$ cat config.mk
export PLATFORM = sky130hd
export DESIGN_NAME = brfa_front
export DESIGN_NICKNAME = d
export VERILOG_FILES = /design/src/hdl/brfa_pkg.sv /design/src/hdl/brfa_front.sv
export SDC_FILE = /design/constraint.sdc
export NUM_CORES = 1
export LEC_CHECK = 0
export BUFFER_PORTS_ARGS = -buffer_cell sky130_fd_sc_hd__buf_2
export CORE_MARGIN = 1
export CORE_UTILIZATION = 25
export DETAILED_ROUTE_END_ITERATION = 8
export SYNTH_ARGS = -nofsm -noshare
export SYNTH_HDL_FRONTEND = slang
export SYNTH_SLANG_ARGS = --single-unit
$ cat constraint.sdc
create_clock -name vclk -period 13.4
set_input_delay 1.34 -clock vclk [all_inputs]
set_output_delay 1.34 -clock vclk [all_outputs]
set_load 0.01 [all_outputs]
$ cat src/hdl/brfa_pkg.sv
// Shared types, widths and constants of the boundary repulsion force accumulator.
// No dependencies.
package brfa_pkg;

	localparam int unsigned IDX_W   = 10;
	localparam int unsigned POS_W   = 48;
	localparam int unsigned MAG_W   = 40;
	localparam int unsigned ACC_W   = 48;
	localparam int unsigned CUT_W   = 40;
	localparam int unsigned STR_W   = 24;
	localparam int unsigned TYPE_W  = 8;
	localparam int unsigned CFG_W   = 48;
	localparam int unsigned CFGI_W  = 2;
	localparam int unsigned QUEUE_DEPTH = 2;

	localparam int unsigned MAX_PARTICLES_DEF = 1024;
	localparam int unsigned DIMENSIONS_DEF    = 3;

	localparam logic [CFGI_W-1:0] REG_GRAVITY_ENABLE  = 2'd0;
	localparam logic [CFGI_W-1:0] REG_GRAVITY_ACCEL   = 2'd1;
	localparam logic [CFGI_W-1:0] REG_CUTOFF_DISTANCE = 2'd2;
	localparam logic [CFGI_W-1:0] REG_FORCE_STRENGTH  = 2'd3;

	localparam logic [ACC_W-1:0] GRAVITY_ACCEL_RST   = 48'hFFFF_F633_3333;
	localparam logic [CUT_W-1:0] CUTOFF_DISTANCE_RST = 40'd13743895;
	localparam logic [STR_W-1:0] FORCE_STRENGTH_RST  = 24'd167772;

	typedef struct packed {
		logic                       op;
		logic                       oor;
		logic [IDX_W-1:0]           idx;
		logic [2:0]                 neg;
		logic [2:0][MAG_W-1:0]      mag;
	} item_t;

	typedef struct packed {
		logic [ACC_W-1:0] val;
		logic             sat;
	} sat_t;

	function automatic sat_t sat_add(input logic [ACC_W-1:0] a, input logic [ACC_W-1:0] b);
		logic [ACC_W:0] s;
		sat_t r;
		s = {a[ACC_W-1], a} + {b[ACC_W-1], b};
		r.sat = s[ACC_W] ^ s[ACC_W-1];
		if (r.sat) begin
			r.val = s[ACC_W] ? {1'b1, {(ACC_W-1){1'b0}}} : {1'b0, {(ACC_W-1){1'b1}}};
		end else begin
			r.val = s[ACC_W-1:0];
		end
		return r;
	endfunction

endpackage

$ cat src/hdl/brfa_front.sv
// Front end: takes request beats, drops pairs that cannot interact and
// forms the work entry. Depends on brfa_pkg.
module brfa_front #(
	parameter int unsigned MAX_PARTICLES = brfa_pkg::MAX_PARTICLES_DEF,
	parameter int unsigned DIMENSIONS    = brfa_pkg::DIMENSIONS_DEF
) (
	input  logic                            req_valid,
	output logic                            req_stall,
	input  logic                            op,
	input  logic [brfa_pkg::IDX_W-1:0]      particle_index,
	input  logic [brfa_pkg::TYPE_W-1:0]     type_first,
	input  logic [brfa_pkg::TYPE_W-1:0]     type_second,
	input  logic [brfa_pkg::POS_W-1:0]      first_pos_x,
	input  logic [brfa_pkg::POS_W-1:0]      first_pos_y,
	input  logic [brfa_pkg::POS_W-1:0]      first_pos_z,
	input  logic [brfa_pkg::POS_W-1:0]      second_pos_x,
	input  logic [brfa_pkg::POS_W-1:0]      second_pos_y,
	input  logic [brfa_pkg::POS_W-1:0]      second_pos_z,
	input  logic                            q_full,
	output logic                            q_push,
	output brfa_pkg::item_t                 q_item
);

	logic [2:0][brfa_pkg::POS_W-1:0] pa;
	logic [2:0][brfa_pkg::POS_W-1:0] pb;
	logic [2:0]                      far;
	logic                            types_ok;
	logic                            keep;

	assign pa = {first_pos_z, first_pos_y, first_pos_x};
	assign pb = {second_pos_z, second_pos_y, second_pos_x};

	always_comb begin
		logic [brfa_pkg::POS_W:0] d;
		logic [brfa_pkg::POS_W:0] m;
		q_item.op  = op;
		q_item.idx = particle_index;
		q_item.oor = {22'b0, particle_index} >= 32'(MAX_PARTICLES);
		for (int k = 0; k < 3; k++) begin
			d = {pa[k][brfa_pkg::POS_W-1], pa[k]} - {pb[k][brfa_pkg::POS_W-1], pb[k]};
			m = d[brfa_pkg::POS_W] ? (~d + 1'b1) : d;
			if (k >= DIMENSIONS) begin
				q_item.neg[k] = 1'b0;
				q_item.mag[k] = '0;
				far[k]        = 1'b0;
			end else begin
				q_item.neg[k] = d[brfa_pkg::POS_W];
				q_item.mag[k] = m[brfa_pkg::MAG_W-1:0];
				far[k]        = |m[brfa_pkg::POS_W:brfa_pkg::MAG_W];
			end
		end
	end

	assign types_ok = !type_first[brfa_pkg::TYPE_W-1] && (|type_first)
		&& type_second[brfa_pkg::TYPE_W-1];
	assign keep      = op || (!q_item.oor && types_ok && !(|far));
	assign req_stall = q_full;
	assign q_push    = req_valid && !q_full && keep;

endmodule

==> impl_metrics.env <==
export IMPL_status="finished clean"
export IMPL_rsz0062_at_grt="no"
export IMPL_worst_slew_pin_slew_ns=1.18
export IMPL_p_leak_nw=7.57
export IMPL_finalWeightedCongestion=1.01
export IMPL_slew_headroom=0.193
export IMPL_start_util=0.253
export IMPL_drive_gt1_frac=0.188
export IMPL_io_buffers=426
export IMPL_post_route_period_util=0.606
export IMPL_fillerInstances=6603
export IMPL_ir_drop_mv=0.0559
export IMPL_fin_util=0.299
export IMPL_die_y_um=243
export IMPL_cellPowerDensity_mw_per_mm2=70.4
export IMPL_synth_top_area_frac=0.126
export IMPL_ys_types=99
export IMPL_crit_fanout=37
export IMPL_drc=0
export IMPL_worstSetupPathType="in -> out"
export IMPL_tns_ns=0
export IMPL_synth_warnings=0
export IMPL_grt_overflow_total=0
export IMPL_synth_fp_nets=2784
export IMPL_setup_viol=0
export IMPL_use_met1=0.246
export IMPL_critPathRequiredTime_ns=12.06
export IMPL_dp_hpwl_um=54800
export IMPL_drv_slew=0
export IMPL_use_met3=0.0285
export IMPL_final_common_cell="buf_2"
export IMPL_die_w_um=243
export IMPL_cts_resized=0
export IMPL_grt_start_max_net_pins=38
export IMPL_synthTopCellsByArea="ha_1, a21oi_1, xnor2_1"
export IMPL_firstDrtPassIters=6
export IMPL_clock_buffers=0
export IMPL_ant_nets=0
export IMPL_synth_area_leader_cell="ha_1"
export IMPL_crit_path_end_kind="output pin"
export IMPL_layout_common_cells="buf_2, nand2_1, a21oi_1"
export IMPL_routed_wl_um=62800
export IMPL_nets=3110
export IMPL_arrival_ns=6.78
export IMPL_hold_class="in -> out"
export IMPL_die_area_mm2=0.0593
export IMPL_wl_per_cell_um=18.4
export IMPL_grt_use_total=0.197
export IMPL_syn_to_final_growth_pct=18.4
export IMPL_synthCells=2317
export IMPL_use_met2=0.351
export IMPL_core_area_mm2=0.0577
export IMPL_fin_crit_ns=8.12
export IMPL_busiest_layer="met2"
export IMPL_seq_cell_count=0
export IMPL_grt_pass1_vias=17217
export IMPL_post_cts_buffers=0
export IMPL_antenna_found_initial=15
export IMPL_pin_count=454
export IMPL_vias_per_cell=5.52
export IMPL_max_cap_violations=0
export IMPL_rows=88
export IMPL_ys_seq_area_frac=0
export IMPL_dr_total_vias=18838
export IMPL_synthesis_area_mm2=0.0146
export IMPL_hold_viol=0
export IMPL_regArea_um2=0
export IMPL_start_kind="input port"
export IMPL_postCtsHoldBufs=0
export IMPL_drt_iter0_drc=1474
export IMPL_pre_cts_ws_ns=5.15
export IMPL_postLayoutSetupSlackWorst_ns=5.28
export IMPL_fmax_mhz=123
export IMPL_avgSynthCellArea_um2=6.29
export IMPL_grt_pass1_wl_um=94700
## area by class of cell
type | count | area [um2] | area share
Inverter | 182 | 683 | 0.0396
Timing Repair Buffer | 433 | 2180 | 0.127
Multi-Input combinational cell | 2026 | 13400 | 0.777
Antenna cell | 8 | 20.0 | 0.00116
Tap cell | 765 | 957 | 0.0555
## power breakdown
group            total (mW)  switching (mW)  internal, mW
Combinational          1.21           0.761         0.453
Sequential                0               0             0
Clock          0.0000000799               0  0.0000000798
## metal layers
layer	wire (um)	share of wire	vias to the layer above
met5	100	0.0016	-
li1	-	-	9265
met4	1550	0.025	16
met3	4650	0.074	106
met2	30100	0.48	777
met1	26400	0.42	8674
## stage by stage
stage	cell area, um2	power [mW]	hold slack, ns	cells
after CTS	17200	1.21	2.68	3406
after global routing	17200	1.32	2.68	3408
after global placement	17200	1.20	2.68	3406
final	17300	1.21	2.68	3414
after detailed placement	17200	1.20	2.68	3406
after floorplan	14600	0.779	2.77	2317
## cell families (layout without fill, tap and decap cells)
| group | Yosys count | after routing | share of synthesized area |
|---|---|---|---|
| other cells | 1 | 9 | 0.000257 |
| xor+xnor | 197 | 197 | 0.118 |
| mux | 7 | 7 | 0.00489 |
| buf+inv | 291 | 615 | 0.0808 |
| fa+ha+maj | 150 | 150 | 0.130 |
| compound gates | 798 | 798 | 0.357 |
| simple gates | 873 | 873 | 0.309 |
## cell usage after synthesis (all sizes together) (9+ instances only)
library cell	count
or4	21
o211ai	27
a21o	50
nand2	235
nand2b	21
nor2b	19
a21oi	239
a211oi	43
o21ai	171
xor2	74
o31ai	29
nor3	63
ha	147
or3	34
a211o	12
or2	16
and2	38
o2111ai	10
and3	30
a221oi	10
inv	181
and4	18
nand4	73
a2111oi	14
o21a	41
nor4	31
buf	35
a21boi	10
clkbuf	74
xnor2	123
nor2	184
nand3	51
a31oi	33
a31o	9
## critical path, stage by stage
cell and delay (ns):
buf_2 0.08, inv_1 0.03, ha_1 0.22, fa_1 0.44
and2b_1 0.27, o2111ai_2 0.23, a211oi_2 0.49, o31ai_1 0.25
o211ai_1 0.53, nand2_1 0.20, o22ai_4 0.15, buf_4 0.43
inv_1 0.49, nand2_1 0.29, o32ai_1 0.10, or4_1 0.41
nor4_1 0.26, nand4_1 0.13, o21ai_1 0.23, buf_2 0.17
## worst paths after layout
check                 slack [ns]               from  cells past startpoint           to
worst min-delay path        2.68  particle_index[4]                      0  q_item[127]
worst max-delay path        5.28     first_pos_y[0]                     20       q_push
(Power assumes the default switching activity.)
