### src/hdl/brfa_pkg.sv
// Shared types, widths and constants of the boundary repulsion force accumulator.
// No dependencies.
package brfa_pkg;

	localparam int unsigned IDX_W   = 10;
	localparam int unsigned POS_W   = 48;
	localparam int unsigned MAG_W   = 40;
	localparam int unsigned ACC_W   = 48;
	localparam int unsigned CUT_W   = 40;
	localparam int unsigned STR_W   = 24;
	localparam int unsigned TYPE_W  = 8;
	localparam int unsigned CFG_W   = 48;
	localparam int unsigned CFGI_W  = 2;
	localparam int unsigned QUEUE_DEPTH = 2;

	localparam int unsigned MAX_PARTICLES_DEF = 1024;
	localparam int unsigned DIMENSIONS_DEF    = 3;

	localparam logic [CFGI_W-1:0] REG_GRAVITY_ENABLE  = 2'd0;
	localparam logic [CFGI_W-1:0] REG_GRAVITY_ACCEL   = 2'd1;
	localparam logic [CFGI_W-1:0] REG_CUTOFF_DISTANCE = 2'd2;
	localparam logic [CFGI_W-1:0] REG_FORCE_STRENGTH  = 2'd3;

	localparam logic [ACC_W-1:0] GRAVITY_ACCEL_RST   = 48'hFFFF_F633_3333;
	localparam logic [CUT_W-1:0] CUTOFF_DISTANCE_RST = 40'd13743895;
	localparam logic [STR_W-1:0] FORCE_STRENGTH_RST  = 24'd167772;

	typedef struct packed {
		logic                       op;
		logic                       oor;
		logic [IDX_W-1:0]           idx;
		logic [2:0]                 neg;
		logic [2:0][MAG_W-1:0]      mag;
	} item_t;

	typedef struct packed {
		logic [ACC_W-1:0] val;
		logic             sat;
	} sat_t;

	function automatic sat_t sat_add(input logic [ACC_W-1:0] a, input logic [ACC_W-1:0] b);
		logic [ACC_W:0] s;
		sat_t r;
		s = {a[ACC_W-1], a} + {b[ACC_W-1], b};
		r.sat = s[ACC_W] ^ s[ACC_W-1];
		if (r.sat) begin
			r.val = s[ACC_W] ? {1'b1, {(ACC_W-1){1'b0}}} : {1'b0, {(ACC_W-1){1'b1}}};
		end else begin
			r.val = s[ACC_W-1:0];
		end
		return r;
	endfunction

endpackage

### src/hdl/brfa_queue.sv
// Short queue between front end and back end.
// Depends on brfa_pkg.
module brfa_queue (
	input  logic            clk,
	input  logic            arst_n,
	input  logic            push,
	input  brfa_pkg::item_t push_item,
	input  logic            pop,
	output logic            full,
	output logic            not_empty,
	output brfa_pkg::item_t head
);

	localparam int unsigned PW = $clog2(brfa_pkg::QUEUE_DEPTH);

	brfa_pkg::item_t       slot_q [brfa_pkg::QUEUE_DEPTH];
	logic [PW-1:0]         wp_q;
	logic [PW-1:0]         rp_q;
	logic [PW:0]           cnt_q;

	assign full      = cnt_q == (PW+1)'(brfa_pkg::QUEUE_DEPTH);
	assign not_empty = cnt_q != '0;
	assign head      = slot_q[rp_q];

	always_ff @(posedge clk or negedge arst_n) begin
		if (!arst_n) begin
			wp_q  <= '0;
			rp_q  <= '0;
			cnt_q <= '0;
		end else begin
			if (push) wp_q <= wp_q + 1'b1;
			if (pop) rp_q <= rp_q + 1'b1;
			if (push && !pop) cnt_q <= cnt_q + 1'b1;
			else if (pop && !push) cnt_q <= cnt_q - 1'b1;
		end
	end

	always_ff @(posedge clk) begin
		if (push) slot_q[wp_q] <= push_item;
	end

endmodule

### config.mk
export PLATFORM = sky130hd
export DESIGN_NAME = brfa_queue
export DESIGN_NICKNAME = d
export VERILOG_FILES = /design/src/hdl/brfa_pkg.sv /design/src/hdl/brfa_queue.sv
export SDC_FILE = /design/constraint.sdc
export NUM_CORES = 1
export LEC_CHECK = 0
export BUFFER_PORTS_ARGS = -buffer_cell sky130_fd_sc_hd__clkbuf_2
export CAP_MARGIN = 20
export CORE_ASPECT_RATIO = 0.9
export CORE_UTILIZATION = 56
export CTS_CLUSTER_DIAMETER = 100
export CTS_CLUSTER_SIZE = 10
export DETAILED_ROUTE_END_ITERATION = 12
export PLACE_DENSITY = 0.85
export SLEW_MARGIN = 10
export SYNTH_ARGS = -nofsm -noshare
export SYNTH_HDL_FRONTEND = slang
export SYNTH_SLANG_ARGS = --single-unit
export TNS_END_PERCENT = 30
### constraint.sdc
create_clock -name clk -period 22.6 [get_ports clk]
set_clock_uncertainty 0.1 [all_clocks]
set_input_delay 3.39 -clock clk [delete_from_list [all_inputs] [get_ports clk]]
set_output_delay 3.39 -clock clk [all_outputs]
set_load 0.1 [all_outputs]
==> flow_summary.json, run 1 <==
{
  "syn_to_final_growth_pct": 24.5,
  "io_buffer_count": 275,
  "ctsHoldBuffers": 0,
  "cts_sinks": 274,
  "cts.clk_slew.worst_paths_ps": 50,
  "fin_crit_ps": 6920,
  "holdPathStages": 1,
  "min_period_over_period_pct": 30.6,
  "synth_flop_cell": "edfxtp_1",
  "synth_area_per_cell_um2": 23.1,
  "hold_viol_final": 0,
  "relSlewSlack_pct": 26.6,
  "firstDrtPassIters": 4,
  "cp_slowest_cell": "dfrtp_4",
  "final_cells": 988,
  "seq_area_frac_synth_pct": 81.4,
  "gp_congestion": 0.755,
  "post_cts_buffers": 0,
  "slowest_delay_ps": 1090,
  "synth_top_cell_by_area": "edfxtp_1",
  "dp.cells": 940,
  "cts.path.max_buffers": 3,
  "synth_most_common_cell": "edfxtp_1",
  "worstPathCellList": "buf_4 -> mux2_2 -> clkbuf_2",
  "ant_nets": 0,
  "rows": 46,
  "synth_cell_types": 14,
  "pin_count": 276,
  "synthCells": 436,
  "antenna_found_initial": 1,
  "cts_tree": "yes",
  "clock_latency_ps": 550,
  "path_depth": 3,
  "status": "finished, final reports clean",
  "vias": 5195,
  "maxSlewViolCount": 0,
  "critPathTopFamily": "buffers and inverters",
  "syn_area_um2": 10100,
  "grt_pass1_wl_mm": 28.2,
  "hp-class": "register to register",
  "yosysTopAreaCellShare_pct": 80.4,
  "tightest_slew_ps": 1100,
  "wl_mm": 19.6,
  "ctsResizeCount": 0,
  "grt_pass1_vias": 5336,
  "drv_cap": 0,
  "grt_usage_pct": 20.4,
  "rsz0062_at_grt": "no",
  "layout-drive-gt1-share_pct": 60.4,
  "cts_buffers": 31,
  "path_buf_inv": 2,
  "crit_path_end_kind": "primary output",
  "gr-total-overflow": 0,
  "synth-edff-count": 270,
  "ys_warn_count": 0,
  "ys_seq_elements": 274,
  "required_ps": 19110,
  "cp-start-kind": "register",
  "cts-root-buf": "clkbuf_16",
  "dieWidth_um": 143,
  "wl_per_cell_um": 19.8,
  "setup_slack_ps": 15680,
  "arrival_ps": 3430,
  "nNetsFinal": 873,
  "grt_start_max_net_pins": 82,
  "yosys-top-cells-count": "edfxtp_1 (270), mux2_2 (95), mux2_4 (40)",
  "vias_per_cell": 5.26,
  "dp.final_hpwl_mm": 12.9,
  "ff2ff_path_depth": 2,
  "h-tree-depth": 1,
  "core_area_um2": 17600,
  "drc_errors": 0,
  "dieArea_um2": 18500,
  "setup_viol": 0,
  "netlist_top_cells_area": "edfxtp_1 (80%), mux2_2 (11%), mux2_4 (6.0%), dfrtp_1 (0.99%), buf_6 (0.67%)",
  "setup.worst_path.class": "register to primary output",
  "crit_fanout": 72,
  "first_iter_violations": 234,
  "initial_utilization_pct": 57.2,
  "die_y_um": 129,
  "fmax_mhz": 145,
  "place_ws_ps": 16240,
  "tns_ps": 0,
  "synth_fp_nets": 576,
  "postSynth.asyncResetShare_pct": 1.46
}
layout make-up:
| type | instances | area [µm²] |
|---|---|---|
| Clock inverter | 2 | 28.8 |
| Antenna cell | 1 | 2.50 |
| Fill cell | 1081 | 5060 |
| Tap cell | 240 | 300 |
| Clock buffer | 45 | 828 |
| Inverter | 1 | 3.75 |
| Sequential cell | 274 | 8210 |
| Multi-Input combinational cell | 146 | 1770 |
| Timing Repair Buffer | 279 | 1410 |
stage by stage:
stage,area [µm²],hold slack [ps],util [%]
after global routing,12500,435,71.2
after floorplan,10100,347,-
after CTS,12500,417,71.2
after global placement,11700,362,66.4
final,12500,410,71.2
after detailed placement,11700,407,66.4
layer usage:
metal	global-route usage (%)	vias to the layer above	part of all wire, %
li1	-	2338	-
met5	0	-	0
met2	35.8	253	51
met1	24.4	2560	38
met3	5.80	44	8.5
met4	6.82	0	2.5
layout by cell type, fill, tap and decap left out, types with 3 or more instances in the layout:
cell	synthesis	final
xor2_1	4	4
clkbuf_1	0	14
clkbuf_16	0	31
dfrtp_1	4	3
clkbuf_2	0	275
mux2_2	95	95
edfxtp_1	270	270
mux2_4	40	40
buf_4	0	4
final timing paths:
path | start | to | slack, ps
max in group asynchronous | arst_n | rp_q | 19720
worst max-delay path | rp_q | head[115] | 15680
min in group asynchronous | arst_n | cnt_q[0] | 2540
worst min register to register | cnt_q[1] | cnt_q[1] | 410
worst min-delay path | cnt_q[1] | cnt_q[1] | 410
worst max register to register | wp_q | slot_q[1][94] | 19970
registers in the layout (all words and copies together), names as in the netlist:
register / flops
slot_q: 270
rp_q: 1
cnt_q: 2
wp_q: 1
kinds of logic after synthesis:
family        Yosys count  synth area share [%]
simple gates            5                 0.286
buf+inv                16                  1.15
fa+ha+maj               1                 0.124
xor+xnor                5                 0.434
mux                   135                  16.6
flops                 274                  81.4
Power of run 1 is not shown: default switching activity piles up to over one toggle a cycle in this logic, so the estimate is an artifact.
==> inputs of run 2 (changes only) <==
--- a/config.mk
+++ b/config.mk
@@ -8,11 +8,11 @@
 export BUFFER_PORTS_ARGS = -buffer_cell sky130_fd_sc_hd__clkbuf_2
 export CAP_MARGIN = 20
 export CORE_ASPECT_RATIO = 0.9
-export CORE_UTILIZATION = 56
+export CORE_UTILIZATION = 47
 export CTS_CLUSTER_DIAMETER = 100
 export CTS_CLUSTER_SIZE = 10
 export DETAILED_ROUTE_END_ITERATION = 12
-export PLACE_DENSITY = 0.85
+export PLACE_DENSITY = 0.76
 export SLEW_MARGIN = 10
 export SYNTH_ARGS = -nofsm -noshare
 export SYNTH_HDL_FRONTEND = slang
==> constraint.sdc (replaced) <==
create_clock -name clk -period 5.7 [get_ports clk]
set_clock_uncertainty 0.1 [all_clocks]
set_input_delay 0.855 -clock clk [delete_from_list [all_inputs] [get_ports clk]]
set_output_delay 0.855 -clock clk [all_outputs]
set_load 0.1 [all_outputs]
==> flow_summary.json, run 2 (synthesized netlist as in run 1, its figures left out) <==
{
  "hold_viol_final": 0,
  "io_buffer_count": 275,
  "final_cells": 1036,
  "pin_count": 276,
  "maxSlewViolCount": 0,
  "min_period_over_period_pct": 68.0,
  "layout-drive-gt1-share_pct": 60.3,
  "arrival_ps": 2920,
  "rsz0062_at_grt": "no",
  "hold_start": "push_item[125]",
  "top_regs": "slot_q (270), cnt_q (2)",
  "cts.path.max_buffers": 3,
  "drv_cap": 0,
  "ant_nets": 0,
  "grt_pass1_wl_mm": 28.2,
  "rows": 50,
  "die_y_um": 141,
  "setup_viol": 0,
  "initial_utilization_pct": 48.2,
  "first_iter_violations": 217,
  "vias": 5033,
  "wl_mm": 18.9,
  "gp_congestion": 0.742,
  "cts-root-buf": "clkbuf_16",
  "grt_pass1_vias": 5376,
  "largest_register_ffs": 270,
  "hp-class": "primary input to register",
  "crit_path_end_kind": "primary output",
  "core_area_um2": 20900,
  "setup.worst_path.class": "register to primary output",
  "post_cts_buffers": 0,
  "antenna_found_initial": 2,
  "ff2ff_path_depth": 2,
  "grt_start_max_net_pins": 82,
  "nNetsFinal": 875,
  "ctsHoldBuffers": 1,
  "cts_tree": "yes",
  "final_common_cell": "clkbuf_2",
  "dp.cells": 987,
  "ctsResizeCount": 0,
  "relSlewSlack_pct": 38.2,
  "dieArea_um2": 22000,
  "rr_endpoint": "slot_q[1][89]",
  "vias_per_cell": 4.86,
  "gr-total-overflow": 0,
  "crit_fanout": 81,
  "tightest_slew_ps": 928,
  "dieWidth_um": 156,
  "reg2reg_slack_ps": 3240,
  "fin_crit_ps": 3870,
  "cts_sinks": 274,
  "tns_ps": 0,
  "required_ps": 4740,
  "cp-start-kind": "register",
  "dp.final_hpwl_mm": 12.7,
  "firstDrtPassIters": 5,
  "min_to": "slot_q[0][125]",
  "grt_usage_pct": 16.8,
  "fmax_mhz": 258,
  "h-tree-depth": 1,
  "status": "finished, final reports clean",
  "holdPathStages": 1,
  "top_register": "slot_q",
  "drc_errors": 0,
  "stdcell_area_um2": 12600,
  "layout_common_cells": "clkbuf_2 (275), edfxtp_1 (270), mux2_2 (95), mux2_4 (40), clkbuf_16 (31)",
  "wl_per_cell_um": 18.3,
  "crit-reg2reg-launch": "wp_q",
  "syn_to_final_growth_pct": 25.5,
  "clock_latency_ps": 560,
  "cts_buffers": 31,
  "placed_cell_area_um2": 11800,
  "cts.clk_slew.worst_paths_ps": 60
}
run 2: layer usage:
layer,vias up,track usage (%),share of wire [%]
met4,2,5.68,2.8
met2,226,28.2,48
met3,44,6.09,9.5
met1,2428,20.1,39
met5,-,0,0.069
li1,2333,-,-
run 2: area by class of cell:
type / count / area (µm²)
Inverter: 1 / 3.75
Tap cell: 286 / 358
Clock buffer: 45 / 828
Fill cell: 1559 / 8250
Multi-Input combinational cell: 146 / 1770
Clock inverter: 2 / 28.8
Timing Repair Buffer: 281 / 1450
Antenna cell: 1 / 2.50
Sequential cell: 274 / 8210
run 2: stage by stage:
step	setup WS (ps)	hold WS (ps)	utilization (%)
final	1830	386	60.5
after global routing	1700	367	60.5
after CTS	1780	357	60.5
after detailed placement	2390	389	56.4
after global placement	2440	363	56.4
after floorplan	788	347	-
run 2: how the worst max path moves through the flow:
stage / from / end / cells past startpoint
finish: rp_q / head[121] / 3
global route: rp_q / head[121] / 3
CTS: rp_q / head[121] / 3
detailed placement: rp_q / head[121] / 3
global placement: rp_q / head[121] / 3
floorplan: push / slot_q[0][0] / 1
run 2: worst max-delay path, cell delays in order, from the launching register on:
cell	delay [ps]
dfrtp_4	1020
buf_12	460
mux2_2	410
clkbuf_2	380
Power of run 2 is left out for the same reason.
